### src/hdl/rrqs_pkg.sv
`default_nettype none
package rrqs_pkg;

  // Kind of an input request, carried in tuser.
  localparam logic FUNC_LOAD = 1'b0;
  localparam logic FUNC_TICK = 1'b1;

  localparam logic [15:0] SLICE_RESET = 16'd1000;

  localparam int unsigned IN_DATA_W  = 32;
  localparam int unsigned OUT_DATA_W = 144;

  // Commands from the controller to the datapath.
  typedef struct packed {
    logic capture;   // latch the request and read the head entry
    logic exec;      // serve the slice, first queue write
    logic arrive;    // append the arriving job after a requeue
    logic out_load;  // move the finished result into the output register
  } cmd_t;

  // Status from the datapath to the controller.
  typedef struct packed {
    logic second;    // the tick needs a second queue write
  } sts_t;

endpackage
`default_nettype wire

### src/hdl/rrqs_ctrl.sv
`default_nettype none
module rrqs_ctrl
  import rrqs_pkg::*;
(
  input  wire  logic clk_i,
  input  wire  logic rst_ni,
  input  wire  logic in_valid_i,
  output logic       in_ready_o,
  output logic       out_valid_o,
  input  wire  logic out_ready_i,
  input  wire  sts_t sts_i,
  output cmd_t       cmd_o
);

  localparam logic [1:0] ST_IDLE   = 2'd0;
  localparam logic [1:0] ST_EXEC   = 2'd1;
  localparam logic [1:0] ST_ARRIVE = 2'd2;
  localparam logic [1:0] ST_HOLD   = 2'd3;

  logic [1:0] state_q, state_d;
  logic       out_valid_q, out_valid_d;
  logic       out_free;

  assign in_ready_o  = (state_q == ST_IDLE);
  assign out_valid_o = out_valid_q;
  assign out_free    = !out_valid_q || out_ready_i;

  always_comb begin
    cmd_o          = '0;
    cmd_o.capture  = in_ready_o && in_valid_i;
    cmd_o.exec     = (state_q == ST_EXEC);
    cmd_o.arrive   = (state_q == ST_ARRIVE);
    cmd_o.out_load = (state_q == ST_HOLD) && out_free;
  end

  always_comb begin
    state_d = state_q;
    unique case (state_q)
      ST_IDLE: begin
        if (in_valid_i) state_d = ST_EXEC;
      end
      ST_EXEC: begin
        state_d = sts_i.second ? ST_ARRIVE : ST_HOLD;
      end
      ST_ARRIVE: begin
        state_d = ST_HOLD;
      end
      ST_HOLD: begin
        if (out_free) state_d = ST_IDLE;
      end
      default: begin
        state_d = ST_IDLE;
      end
    endcase
  end

  always_comb begin
    out_valid_d = out_valid_q;
    if (cmd_o.out_load) begin
      out_valid_d = 1'b1;
    end else if (out_ready_i) begin
      out_valid_d = 1'b0;
    end
  end

  always_ff @(posedge clk_i or negedge rst_ni) begin
    if (!rst_ni) begin
      state_q     <= ST_IDLE;
      out_valid_q <= 1'b0;
    end else begin
      state_q     <= state_d;
      out_valid_q <= out_valid_d;
    end
  end

endmodule
`default_nettype wire

### src/hdl/rrqs_datapath.sv
`default_nettype none
module rrqs_datapath
  import rrqs_pkg::*;
#(
  parameter int unsigned QUEUE_DEPTH = 16
) (
  input  wire  logic                  clk_i,
  input  wire  logic                  rst_ni,
  input  wire  cmd_t                  cmd_i,
  output sts_t                        sts_o,
  input  wire  logic                  in_func_i,
  input  wire  logic                  in_arrive_i,
  input  wire  logic [7:0]            in_id_i,
  input  wire  logic [15:0]           in_work_i,
  input  wire  logic                  cfg_we_i,
  input  wire  logic [15:0]           cfg_data_i,
  output logic [OUT_DATA_W-1:0]       out_data_o
);

  localparam int unsigned PTR_W = $clog2(QUEUE_DEPTH);
  localparam int unsigned CNT_W = $clog2(QUEUE_DEPTH + 1);
  localparam logic [PTR_W-1:0] PTR_LAST = PTR_W'(QUEUE_DEPTH - 1);
  localparam logic [CNT_W-1:0] CNT_FULL = CNT_W'(QUEUE_DEPTH);

  typedef struct packed {
    logic [7:0]  id;
    logic [15:0] left;
    logic [31:0] cpu;
  } job_t;

  typedef struct packed {
    logic        served;
    logic [7:0]  id;
    logic [15:0] left;
    logic [31:0] cpu;
    logic        done;
    logic [15:0] sidle;
    logic        dropped;
  } res_t;

  function automatic logic [31:0] sat_add(input logic [31:0] a, input logic [31:0] b);
    logic [32:0] s;
    s = {1'b0, a} + {1'b0, b};
    return s[32] ? 32'hFFFF_FFFF : s[31:0];
  endfunction

  function automatic logic [PTR_W-1:0] next_ptr(input logic [PTR_W-1:0] p);
    return (p == PTR_LAST) ? '0 : p + PTR_W'(1);
  endfunction

  job_t             mem_q [QUEUE_DEPTH];
  job_t             rd_q;
  logic [PTR_W-1:0] head_q, head_d, tail_q, tail_d;
  logic [CNT_W-1:0] cnt_q, cnt_d;
  logic [31:0]      idle_q, idle_d, elap_q, elap_d;
  logic [15:0]      slice_q;
  logic             func_q, arrive_q;
  logic [7:0]       id_q;
  logic [15:0]      work_q;
  res_t             res_q, res_d;
  logic [OUT_DATA_W-1:0] out_q;

  logic             is_tick, served, covers, requeue, want_new, fits;
  logic [15:0]      amt, left_new, sidle;
  logic [31:0]      cpu_new;
  logic [CNT_W-1:0] cnt_base;
  logic             wr_en;
  job_t             wr_data, new_job;
  logic [31:0]      cnt_ext;

  assign is_tick  = (func_q == FUNC_TICK);
  assign served   = is_tick && (cnt_q != '0);
  assign covers   = (rd_q.left >= slice_q);
  assign requeue  = served && (rd_q.left > slice_q);
  assign amt      = covers ? slice_q : rd_q.left;
  assign cpu_new  = sat_add(rd_q.cpu, {16'd0, amt});
  assign left_new = covers ? rd_q.left - slice_q : 16'd0;
  // An empty queue idles the whole slice; a job ending early leaves the rest.
  assign sidle    = served ? (covers ? 16'd0 : slice_q - rd_q.left) : slice_q;
  assign new_job  = '{id: id_q, left: work_q, cpu: 32'd0};

  assign sts_o.second = requeue && arrive_q;

  always_comb begin
    cnt_base = cnt_q;
    want_new = 1'b0;
    wr_en    = 1'b0;
    wr_data  = new_job;
    head_d   = head_q;
    idle_d   = idle_q;
    elap_d   = elap_q;
    res_d    = res_q;
    if (cmd_i.exec) begin
      cnt_base = cnt_q - CNT_W'(served);
      want_new = !is_tick || arrive_q;
      if (served) head_d = next_ptr(head_q);
      if (is_tick) begin
        idle_d = sat_add(idle_q, {16'd0, sidle});
        elap_d = sat_add(elap_q, {16'd0, slice_q});
      end
      res_d.served  = served;
      res_d.id      = served ? rd_q.id : 8'd0;
      res_d.left    = served ? left_new : 16'd0;
      res_d.cpu     = served ? cpu_new : 32'd0;
      res_d.done    = served && !requeue;
      res_d.sidle   = is_tick ? sidle : 16'd0;
      res_d.dropped = 1'b0;
    end
    fits = (cnt_base < CNT_FULL);
    if (cmd_i.exec) begin
      if (requeue) begin
        // The job just popped goes back first; an arrival is appended in the following ARRIVE state.
        wr_en   = 1'b1;
        wr_data = '{id: rd_q.id, left: left_new, cpu: cpu_new};
      end else if (want_new) begin
        wr_en         = fits;
        res_d.dropped = !fits;
      end
    end else if (cmd_i.arrive) begin
      wr_en         = fits;
      res_d.dropped = !fits;
    end
    tail_d = wr_en ? next_ptr(tail_q) : tail_q;
    cnt_d  = (cmd_i.exec || cmd_i.arrive) ? cnt_base + CNT_W'(wr_en) : cnt_q;
  end

  always_ff @(posedge clk_i) begin
    if (wr_en) mem_q[tail_q] <= wr_data;
  end

  always_ff @(posedge clk_i) begin
    if (cmd_i.capture) rd_q <= mem_q[head_q];
  end

  always_ff @(posedge clk_i) begin
    if (cmd_i.capture) begin
      func_q   <= in_func_i;
      arrive_q <= in_arrive_i;
      id_q     <= in_id_i;
      work_q   <= in_work_i;
    end
    res_q <= res_d;
  end

  assign cnt_ext = 32'(cnt_q);

  always_ff @(posedge clk_i) begin
    if (cmd_i.out_load) begin
      out_q <= {res_q.dropped, cnt_ext[4:0], elap_q, idle_q, res_q.sidle, res_q.done,
                res_q.cpu, res_q.left, res_q.id, res_q.served};
    end
  end

  assign out_data_o = out_q;

  always_ff @(posedge clk_i or negedge rst_ni) begin
    if (!rst_ni) begin
      head_q  <= '0;
      tail_q  <= '0;
      cnt_q   <= '0;
      idle_q  <= '0;
      elap_q  <= '0;
      slice_q <= SLICE_RESET;
    end else begin
      head_q <= head_d;
      tail_q <= tail_d;
      cnt_q  <= cnt_d;
      idle_q <= idle_d;
      elap_q <= elap_d;
      if (cfg_we_i) slice_q <= cfg_data_i;
    end
  end

endmodule
`default_nettype wire

### src/hdl/round_robin_quantum_scheduler_top.sv
`default_nettype none
// Round-robin time-slice scheduler. A load request (tuser 0) appends a job to the
// tail of a circular queue of QUEUE_DEPTH entries; a tick request (tuser 1) gives
// the head job one slice, requeues it if work is left, and then appends an arriving
// job when arrive is set. Every request returns one result with the served job,
// the slice's idle time, running idle and elapsed totals, the queue fill and a drop
// flag for an append refused by a full queue. A request passes through IDLE (its
// acceptance and head read), EXEC (serve with one queue write), ARRIVE when a
// requeued job and an arrival both need the single write port of the job memory,
// and HOLD, which loads the result into the output register once it is free. A
// result not yet taken downstream holds the next one back, while the following
// request is already accepted. The user must write the slice length through the
// configuration channel while no request is in flight; the block does not enforce it.
module round_robin_quantum_scheduler_top
  import rrqs_pkg::*;
#(
  parameter int unsigned QUEUE_DEPTH = 16
) (
  input  wire  logic                  clk_i,
  input  wire  logic                  rst_ni,
  input  wire  logic                  s_axis_tvalid_i,
  output logic                        s_axis_tready_o,
  // arrive, new_job_id[7:0], new_job_work[15:0], zero fill
  input  wire  logic [IN_DATA_W-1:0]  s_axis_tdata_i,
  // func
  input  wire  logic [0:0]            s_axis_tuser_i,
  output logic                        m_axis_tvalid_o,
  input  wire  logic                  m_axis_tready_i,
  // served, job_id[7:0], job_left[15:0], job_cpu[31:0], job_done, slice_idle[15:0],
  // idle_sum[31:0], elapsed[31:0], queue_count[4:0], dropped
  output logic [OUT_DATA_W-1:0]       m_axis_tdata_o,
  input  wire  logic                  cfg_valid_i,
  output logic                        cfg_ready_o,
  input  wire  logic [15:0]           cfg_data_i
);

  cmd_t cmd;
  sts_t sts;

  assign cfg_ready_o = 1'b1;

  rrqs_ctrl u_ctrl (
    .clk_i       (clk_i),
    .rst_ni      (rst_ni),
    .in_valid_i  (s_axis_tvalid_i),
    .in_ready_o  (s_axis_tready_o),
    .out_valid_o (m_axis_tvalid_o),
    .out_ready_i (m_axis_tready_i),
    .sts_i       (sts),
    .cmd_o       (cmd)
  );

  rrqs_datapath #(
    .QUEUE_DEPTH (QUEUE_DEPTH)
  ) u_datapath (
    .clk_i       (clk_i),
    .rst_ni      (rst_ni),
    .cmd_i       (cmd),
    .sts_o       (sts),
    .in_func_i   (s_axis_tuser_i[0]),
    .in_arrive_i (s_axis_tdata_i[0]),
    .in_id_i     (s_axis_tdata_i[8:1]),
    .in_work_i   (s_axis_tdata_i[24:9]),
    .cfg_we_i    (cfg_valid_i),
    .cfg_data_i  (cfg_data_i),
    .out_data_o  (m_axis_tdata_o)
  );

endmodule
`default_nettype wire

### config.mk
export PLATFORM = sky130hd
export DESIGN_NAME = round_robin_quantum_scheduler_top
export DESIGN_NICKNAME = d
export VERILOG_FILES = /design/src/hdl/rrqs_pkg.sv /design/src/hdl/rrqs_ctrl.sv /design/src/hdl/rrqs_datapath.sv /design/src/hdl/round_robin_quantum_scheduler_top.sv
export SDC_FILE = /design/constraint.sdc
export NUM_CORES = 1
export LEC_CHECK = 0
export BUFFER_PORTS_ARGS = -buffer_cell sky130_fd_sc_hd__buf_2
export CORE_UTILIZATION = 62
export DETAILED_ROUTE_END_ITERATION = 8
export GPL_ROUTABILITY_DRIVEN = 1
export GPL_TIMING_DRIVEN = 0
export HOLD_SLACK_MARGIN = 0.05
export PLACE_DENSITY = 0.77
export SETUP_SLACK_MARGIN = 0.5
export SLEW_MARGIN = 20
export SYNTH_ARGS = -nofsm -noshare
export SYNTH_HDL_FRONTEND = slang
export SYNTH_SLANG_ARGS = --single-unit
### constraint.sdc
create_clock -name clk_i -period 7.6 [get_ports clk_i]
set_clock_uncertainty 0.1 [all_clocks]
set_input_delay 0.76 -clock clk_i [delete_from_list [all_inputs] [get_ports clk_i]]
set_output_delay 0.76 -clock clk_i [all_outputs]
set_load 0.01 [all_outputs]
==> flow_summary_export.csv, run 1 <==
group,metric,value,unit
timing,slew-limit-headroom,17.4,%
synthesis,synth_top_area_share,67.3,%
detailed_routing,first_iter_violations,3471,
synthesis,async_flop_share,7.42,%
global_route,grt_pass1_wl,204000,µm
synthesis,synth_fp_nets,3433,
clock_tree,post-cts-setup-buffer-count,0,
power,power_density,403,nW/µm²
global_route,use_met2,54.7,%
timing,rsz0062_at_grt,"no",
synthesis,synthesis.instances,3282,
detailed_routing,routed_wirelength,141000,µm
power,peakVddDrop,307,µV
placement,gp_congestion,0.921,
clock_tree,cts_root_buf,"clkbuf_16",
synthesis,synth_edf_count,1196,
global_route,gr-total-overflow,0,
placement,portBuffers,192,
timing,timing.hold.ws,90.4,ps
timing,fmax,144,MHz
power,p_leak,21.3,nW
cells_and_area,drive_above_1_share,19.5,%
job,cap_violations,0,
floorplan,die_h,295,µm
clock_tree,clock_path_buffers,3,
detailed_routing,wl_per_cell,28.8,µm
timing,slew_violations,0,
critical_path,crit_fanout,16,
global_route,grt_pass1_vias,32000,
placement,dpl_cell_area,56500,µm²
synthesis,synthDistinctLibCells,85,
clock_tree,clkTransAtPathRegs,60,ps
cells_and_area,area_delta_synth_final,13.8,%
floorplan,coreArea,85100,µm²
min_path,hp-class,"in -> reg",
cells_and_area,multi_input_area,14200,µm²
timing,finalSetupViolCount,0,
floorplan,rows,107,
global_route,grt_max_degree,64,
placement,dp_hpwl,93900,µm
cells_and_area,nNetsFinal,3790,
clock_tree,cts_tree,"built",
detailed_routing,drtPass1Iterations,6,
synthesis,ys_seq_area_share,71.9,%
detailed_routing,vias,32000,
cells_and_area,nFillCells,5296,
cells_and_area,final_cell_mix,"edfxtp_1, buf_2, nand2_1",
critical_path,cp-start-kind,"flip-flop",
critical_path,crit_arrival,7220,ps
synthesis,synth-main-ff-cell,"edfxtp_1",
global_route,groute.usage.overall,32.5,%
global_route,top_usage_layer,"met2",
global_route,use_met1,41.0,%
synthesis,synth_top_cells_by_area,"edfxtp_1, mux4_2, dfrtp_1",
clock_tree,clock-sinks,1293,
placement,post-place-ws,775,ps
timing,period_minus_slack,6930,ps
synthesis,avgSynthCellArea,16.3,µm²
cells_and_area,final_common_cell,"edfxtp_1",
timing,tns,0,ps
floorplan,initial_core_util,62.7,%
clock_tree,clk_latency,740,ps
critical_path,crit_path_end_kind,"flip-flop",
cells_and_area,fin_area,60700,µm²
synthesis,yosysWarnings,0,
floorplan,die_x,295,µm
timing,finalHoldViolCount,0,
global_route,antenna_found_initial,3,
clock_tree,cts_buffers,130,
floorplan,pin_count,201,
synthesis,yosysTopAreaCell,"edfxtp_1",
detailed_routing,antenna_left,0,
critical_path,crit_type,"reg -> reg",
synthesis,ys_ff_latch,1293,
status,status,"finished, final reports clean",
clock_tree,htreeDepth,4,
cells_and_area,regArea,38300,µm²
detailed_routing,drcViolationCount,0,
critical_path,cp_data_required_time,7900,ps
detailed_routing,viasPerCell,6.54,
floorplan,die_area,87200,µm²
timing,period_share,91.1,%
timing,layout_setup_ws,674,ps
placement,dp.cells,4646,
synthesis,syn_area,53400,µm²
timing,worst_pin_slew,1230,ps
cells_and_area,fin_cells,4885,
global_route,grt_use_met3,6.07,%
[sequential cells by signal, indices dropped and copies added, names as in the netlist, 2 cells and up]
signal                 cells
u_datapath.head_q          4
u_datapath.idle_q         32
u_datapath.slice_q        16
u_datapath.rd_q           56
u_datapath.work_q         16
u_datapath.tail_q          4
u_datapath.out_data_o    144
u_datapath.cnt_q           5
u_datapath.mem_q         896
u_datapath.elap_q         32
u_ctrl.state_q             2
u_datapath.id_q            8
u_datapath.res_q          75
[final cells by class]
| class | instances | share of cell area, % |
|---|---|---|
| antenna | 1 | 0.00412 |
| buffer | 153 | 1.11 |
| clock buffer | 170 | 5.88 |
| clock inverter | 63 | 0.983 |
| inverter | 70 | 0.433 |
| multi-input combinational | 1766 | 23.4 |
| sequential | 1293 | 63.2 |
| tap | 1144 | 2.36 |
| timing repair buffer | 225 | 2.67 |
[synth_stat cells (23+ instances only)]
| cell type | count |
|---|---|
| a21o_1 | 31 |
| a21oi_1 | 148 |
| a221oi_1 | 58 |
| a22oi_1 | 59 |
| a31oi_1 | 31 |
| and2_1 | 41 |
| buf_2 | 49 |
| clkbuf_1 | 90 |
| dfrtp_1 | 90 |
| edfxtp_1 | 1196 |
| ha_1 | 92 |
| inv_1 | 69 |
| mux2_2 | 87 |
| mux2i_1 | 175 |
| mux4_2 | 112 |
| nand2_1 | 193 |
| nand2b_1 | 23 |
| nand3_1 | 34 |
| nor2_1 | 133 |
| nor3_1 | 26 |
| o21ai_0 | 207 |
| xnor2_1 | 54 |
| xor2_1 | 27 |
[per-stage QoR]
step                      power, mW  util (%)
after floorplan                15.2         -
after CTS                      24.3      71.2
after global placement         17.7      65.5
after global routing           25.3      71.3
final                          24.4      71.3
after detailed placement       18.1      66.3
[power breakdown]
part | leakage, nW | internal, mW | switching [mW]
clock | 2.02 | 3.60 | 2.68
sequential | 12.2 | 9.48 | 0.488
combinational | 7.06 | 2.86 | 5.33
total | 21.3 | 15.9 | 8.49
[cells by family (layout without fill, tap and decap cells)]
kind of cell | after synthesis | count (layout) | synth area share, %
adders and majority gates | 97 | 97 | 2.34
AOI/OAI and AO/OA | 675 | 675 | 8.07
and+or+nand+nor | 537 | 537 | 4.76
DFF | 1293 | 1293 | 71.9
other | 1 | 2 | 0.00703
buffers and inverters | 223 | 681 | 1.75
xor gates and xnor gates | 81 | 81 | 1.33
muxes | 375 | 375 | 9.87
[worst paths after layout]
path                                                            end                                from  depth (start not counted)  slack [ps]
worst max-delay path              u_datapath.mem_q[3][13]$_DFFE_PP_  u_datapath.slice_q[11]$_DFFE_PN0P_                         21         670
worst min-delay path                 u_datapath.work_q[8]$_DFFE_PP_                  s_axis_tdata_i[17]                          1          90
max in group asynchronous         u_datapath.slice_q[5]$_DFFE_PN1P_                              rst_ni                          3        6270
min in group asynchronous         u_datapath.idle_q[20]$_DFFE_PN0P_                              rst_ni                          2         450
worst max register to register    u_datapath.mem_q[3][13]$_DFFE_PP_  u_datapath.slice_q[11]$_DFFE_PN0P_                         21         670
worst min register to register  u_datapath.out_data_o[31]$_DFFE_PP_  u_datapath.res_q[24]$_SDFFCE_PN0P_                          0         320
[critical path, cell delays in order, from the launching register on]
cell and delay [ps]:
dfrtp_1 560, inv_1 130, ha_1 310, buf_4 180
a21oi_2 180, o21ai_1 110, a311oi_2 560, nand3_4 230
buf_6 210, buf_4 170, o21ai_0 380, ha_1 310
inv_1 80, fa_1 410, nand2b_1 210, a21oi_1 320
o21a_1 370, o21ai_2 190, nor2_1 260, buf_2 370
nor2_1 180, nor2_1 760
[metal layers]
layer / share of wire (%) / vias up / wire, µm
met4: 4.7 / 4 / 6650
met2: 50 / 1932 / 69900
li1: - / 13600 / -
met1: 37 / 16000 / 51500
met5: 0.019 / - / 27
met3: 9.1 / 391 / 12800
[timing repair]
action / CTS / global route
gates resized for setup: 0 / 1
endpoints found under the hold margin: 38 / 0
endpoints found under the setup margin: 0 / 16
hold buffers: 1 / 0
Note: power is estimated with default switching activity, not from simulation.
==> run 2, diff against run 1 <==
- GPL_TIMING_DRIVEN: 0 -> default
- RECOVER_POWER: default -> 50
==> run 2 against run 1 <==
Effect of this change: the flow now finishes with violations (capacitance limit, slew limit); worst hold slack gained 6.9 ps; non-clock buffer count shrank 117; sequential cell count is the same; setup slack lost 43 ps; register-to-register slack lost 40 ps; first-iteration DRC count shrank 4.6%; global-route usage shrank 2.0 points; sequential power is essentially flat; power shrank 1.7%; sequential share of layout area grew 1.1 points; critical endpoint is now u_datapath.rd_q[6]$_DFFE_PP_; largest power group unchanged.
==> flow_summary_export.csv, run 2 (synthesis results as in run 1) <==
group,metric,value,unit
global_route,grt_pass1_wl,193000,µm
cells_and_area,drive_above_1_share,14.5,%
global_route,grt_max_degree,118,
placement,dpl_cell_area,55700,µm²
timing,finalSetupViolCount,0,
timing,finalHoldViolCount,0,
cells_and_area,nNetsFinal,3674,
cells_and_area,nFillCells,5416,
cells_and_area,final_cell_mix,"edfxtp_1, o21ai_0, clkbuf_1",
cells_and_area,final_core_util,70.1,%
timing,worst_pin_slew,3800,ps
power,sw_frac_of_total,34.0,%
clock_tree,clock-sinks,1293,
cells_and_area,regArea,38400,µm²
floorplan,coreArea,85100,µm²
detailed_routing,vias,31300,
floorplan,pin_count,201,
floorplan,initial_core_util,62.7,%
clock_tree,cts_tree,"built",
power,clockPowerShare,26.6,%
clock_tree,clock_path_buffers,3,
detailed_routing,drcViolationCount,0,
cells_and_area,largest-register,"u_datapath.mem_q",
timing,layout_setup_ws,631,ps
placement,gp_congestion,0.943,
cells_and_area,fin_area,59700,µm²
power,peakVddDrop,309,µV
job,cap_violations,18,
clock_tree,htreeDepth,4,
detailed_routing,drtPass1Iterations,7,
critical_path,cp.buffers_inverters,2,
detailed_routing,first_iter_violations,3312,
floorplan,die_h,295,µm
clock_tree,cts_buffers,131,
global_route,grt_pass1_vias,31000,
critical_path,cp_data_required_time,7950,ps
power,switching_power,8.18,mW
status,status,"complete, but fails checks",
power,p_leak,20.5,nW
cells_and_area,multi_input_area,14100,µm²
detailed_routing,viasPerCell,6.55,
power,comb_power_share,31.0,%
clock_tree,clk_latency,760,ps
min_path,hp-class,"in -> reg",
critical_path,cp-start-kind,"flip-flop",
global_route,groute.usage.overall,30.6,%
power,internal_power,15.8,mW
global_route,antenna_found_initial,2,
cells_and_area,largest_register_ffs,896,
detailed_routing,wl_per_cell,27.8,µm
floorplan,die_area,87200,µm²
timing,tns,0,ps
power,pwr-share-seq,42.4,%
timing,period_share,91.7,%
clock_tree,cts_root_buf,"clkbuf_16",
floorplan,die_x,295,µm
clock_tree,clkTransAtPathRegs,60,ps
timing,slew_violations,673,
placement,post-place-ws,1020,ps
critical_path,crit_family,"buffers and inverters",
timing,rsz0062_at_grt,"no",
critical_path,crit_fanout,36,
timing,period_minus_slack,6970,ps
critical_path,crit_type,"reg -> reg",
critical_path,crit_arrival,7320,ps
floorplan,rows,107,
cells_and_area,final_common_cell,"edfxtp_1",
global_route,gr-total-overflow,0,
status,violations,"capacitance limit, slew limit",
power,power_density,402,nW/µm²
critical_path,worstPathCellList,"clkbuf_1 -> nand2_1 -> clkbuf_2 -> o21ai_0 -> a21oi_1 -> o21ai_0 -> nand2_1",
placement,portBuffers,192,
critical_path,crit_path_end_kind,"flip-flop",
critical_path,cpPeakStageDelay,2010,ps
timing,slew-limit-headroom,-153,%
timing,fmax,143,MHz
detailed_routing,antenna_left,0,
placement,dp_hpwl,76200,µm
cells_and_area,area_delta_synth_final,11.9,%
critical_path,slowest_stage,"clkbuf_1",
detailed_routing,routed_wirelength,133000,µm
clock_tree,post-cts-setup-buffer-count,0,
==> run 2: worst register-to-register path, delay by kind of cell (launching register included) <==
kind            cells  cell delay [ps]
buf+inv             2             2870
compound gates      3              650
simple gates        2             1680
flops               1             1400
==> run 2: final timing paths <==
path	depth (start not counted)	slack, ps	to	start
worst max-delay path	7	630	u_datapath.rd_q[6]$_DFFE_PP_	u_datapath.head_q[2]$_DFFE_PN0P_
worst min-delay path	1	100	u_datapath.id_q[6]$_DFFE_PP_	s_axis_tdata_i[7]
worst max register to register	7	630	u_datapath.rd_q[6]$_DFFE_PP_	u_datapath.head_q[2]$_DFFE_PN0P_
worst min register to register	0	310	u_datapath.out_data_o[11]$_DFFE_PP_	u_datapath.res_q[52]$_SDFFCE_PN0P_
max in group asynchronous	3	1390	u_datapath.head_q[1]$_DFFE_PN0P_	rst_ni
min in group asynchronous	2	1010	u_datapath.idle_q[17]$_DFFE_PN0P_	rst_ni
==> run 2: power groups by stage <==
stage          sequential [mW]  clock [mW]  combinational (mW)
2_1_floorplan             10.1           0                5.07
3_3_place_gp              10.2           0                7.23
3_5_place_dp              10.3           0                7.43
4_1_cts                   10.1        6.46                7.50
5_1_grt                   10.3        6.73                7.98
6_report                  10.2        6.40                7.45
==> run 2: layout make-up <==
class	instances	area share [%]
multi-input cells	1766	23.6
well taps	1144	2.40
flip-flops and latches	1293	64.3
diodes	2	0.00838
repair buffers	261	2.14
inverters	70	0.440
clock buffers	165	5.77
clock inverters	76	1.42
==> run 2: routing by layer <==
metal / GRT usage [%] / wire length, µm / up-vias
li1: - / - / 13400
met1: 40.9 / 50900 / 15800
met2: 50.3 / 65600 / 1770
met3: 5.51 / 11900 / 271
met4: 11.7 / 4370 / 0
met5: 0 / 0 / -
==> run 2: repair_timing <==
action,CTS,global route
hold endpoints to repair,32,0
endpoints found under the setup margin,0,0
hold buffers,1,0
gates resized for setup,0,0
==> run 2: stage by stage <==
step           hold WS (ps)  cells  power, mW
3_3_place_gp            305   4530       17.4
3_5_place_dp            305   4530       17.7
6_report               97.3   4777       24.0
5_1_grt                73.5   4775       25.0
4_1_cts                64.1   4772       24.1
2_1_floorplan           300   3282       15.2
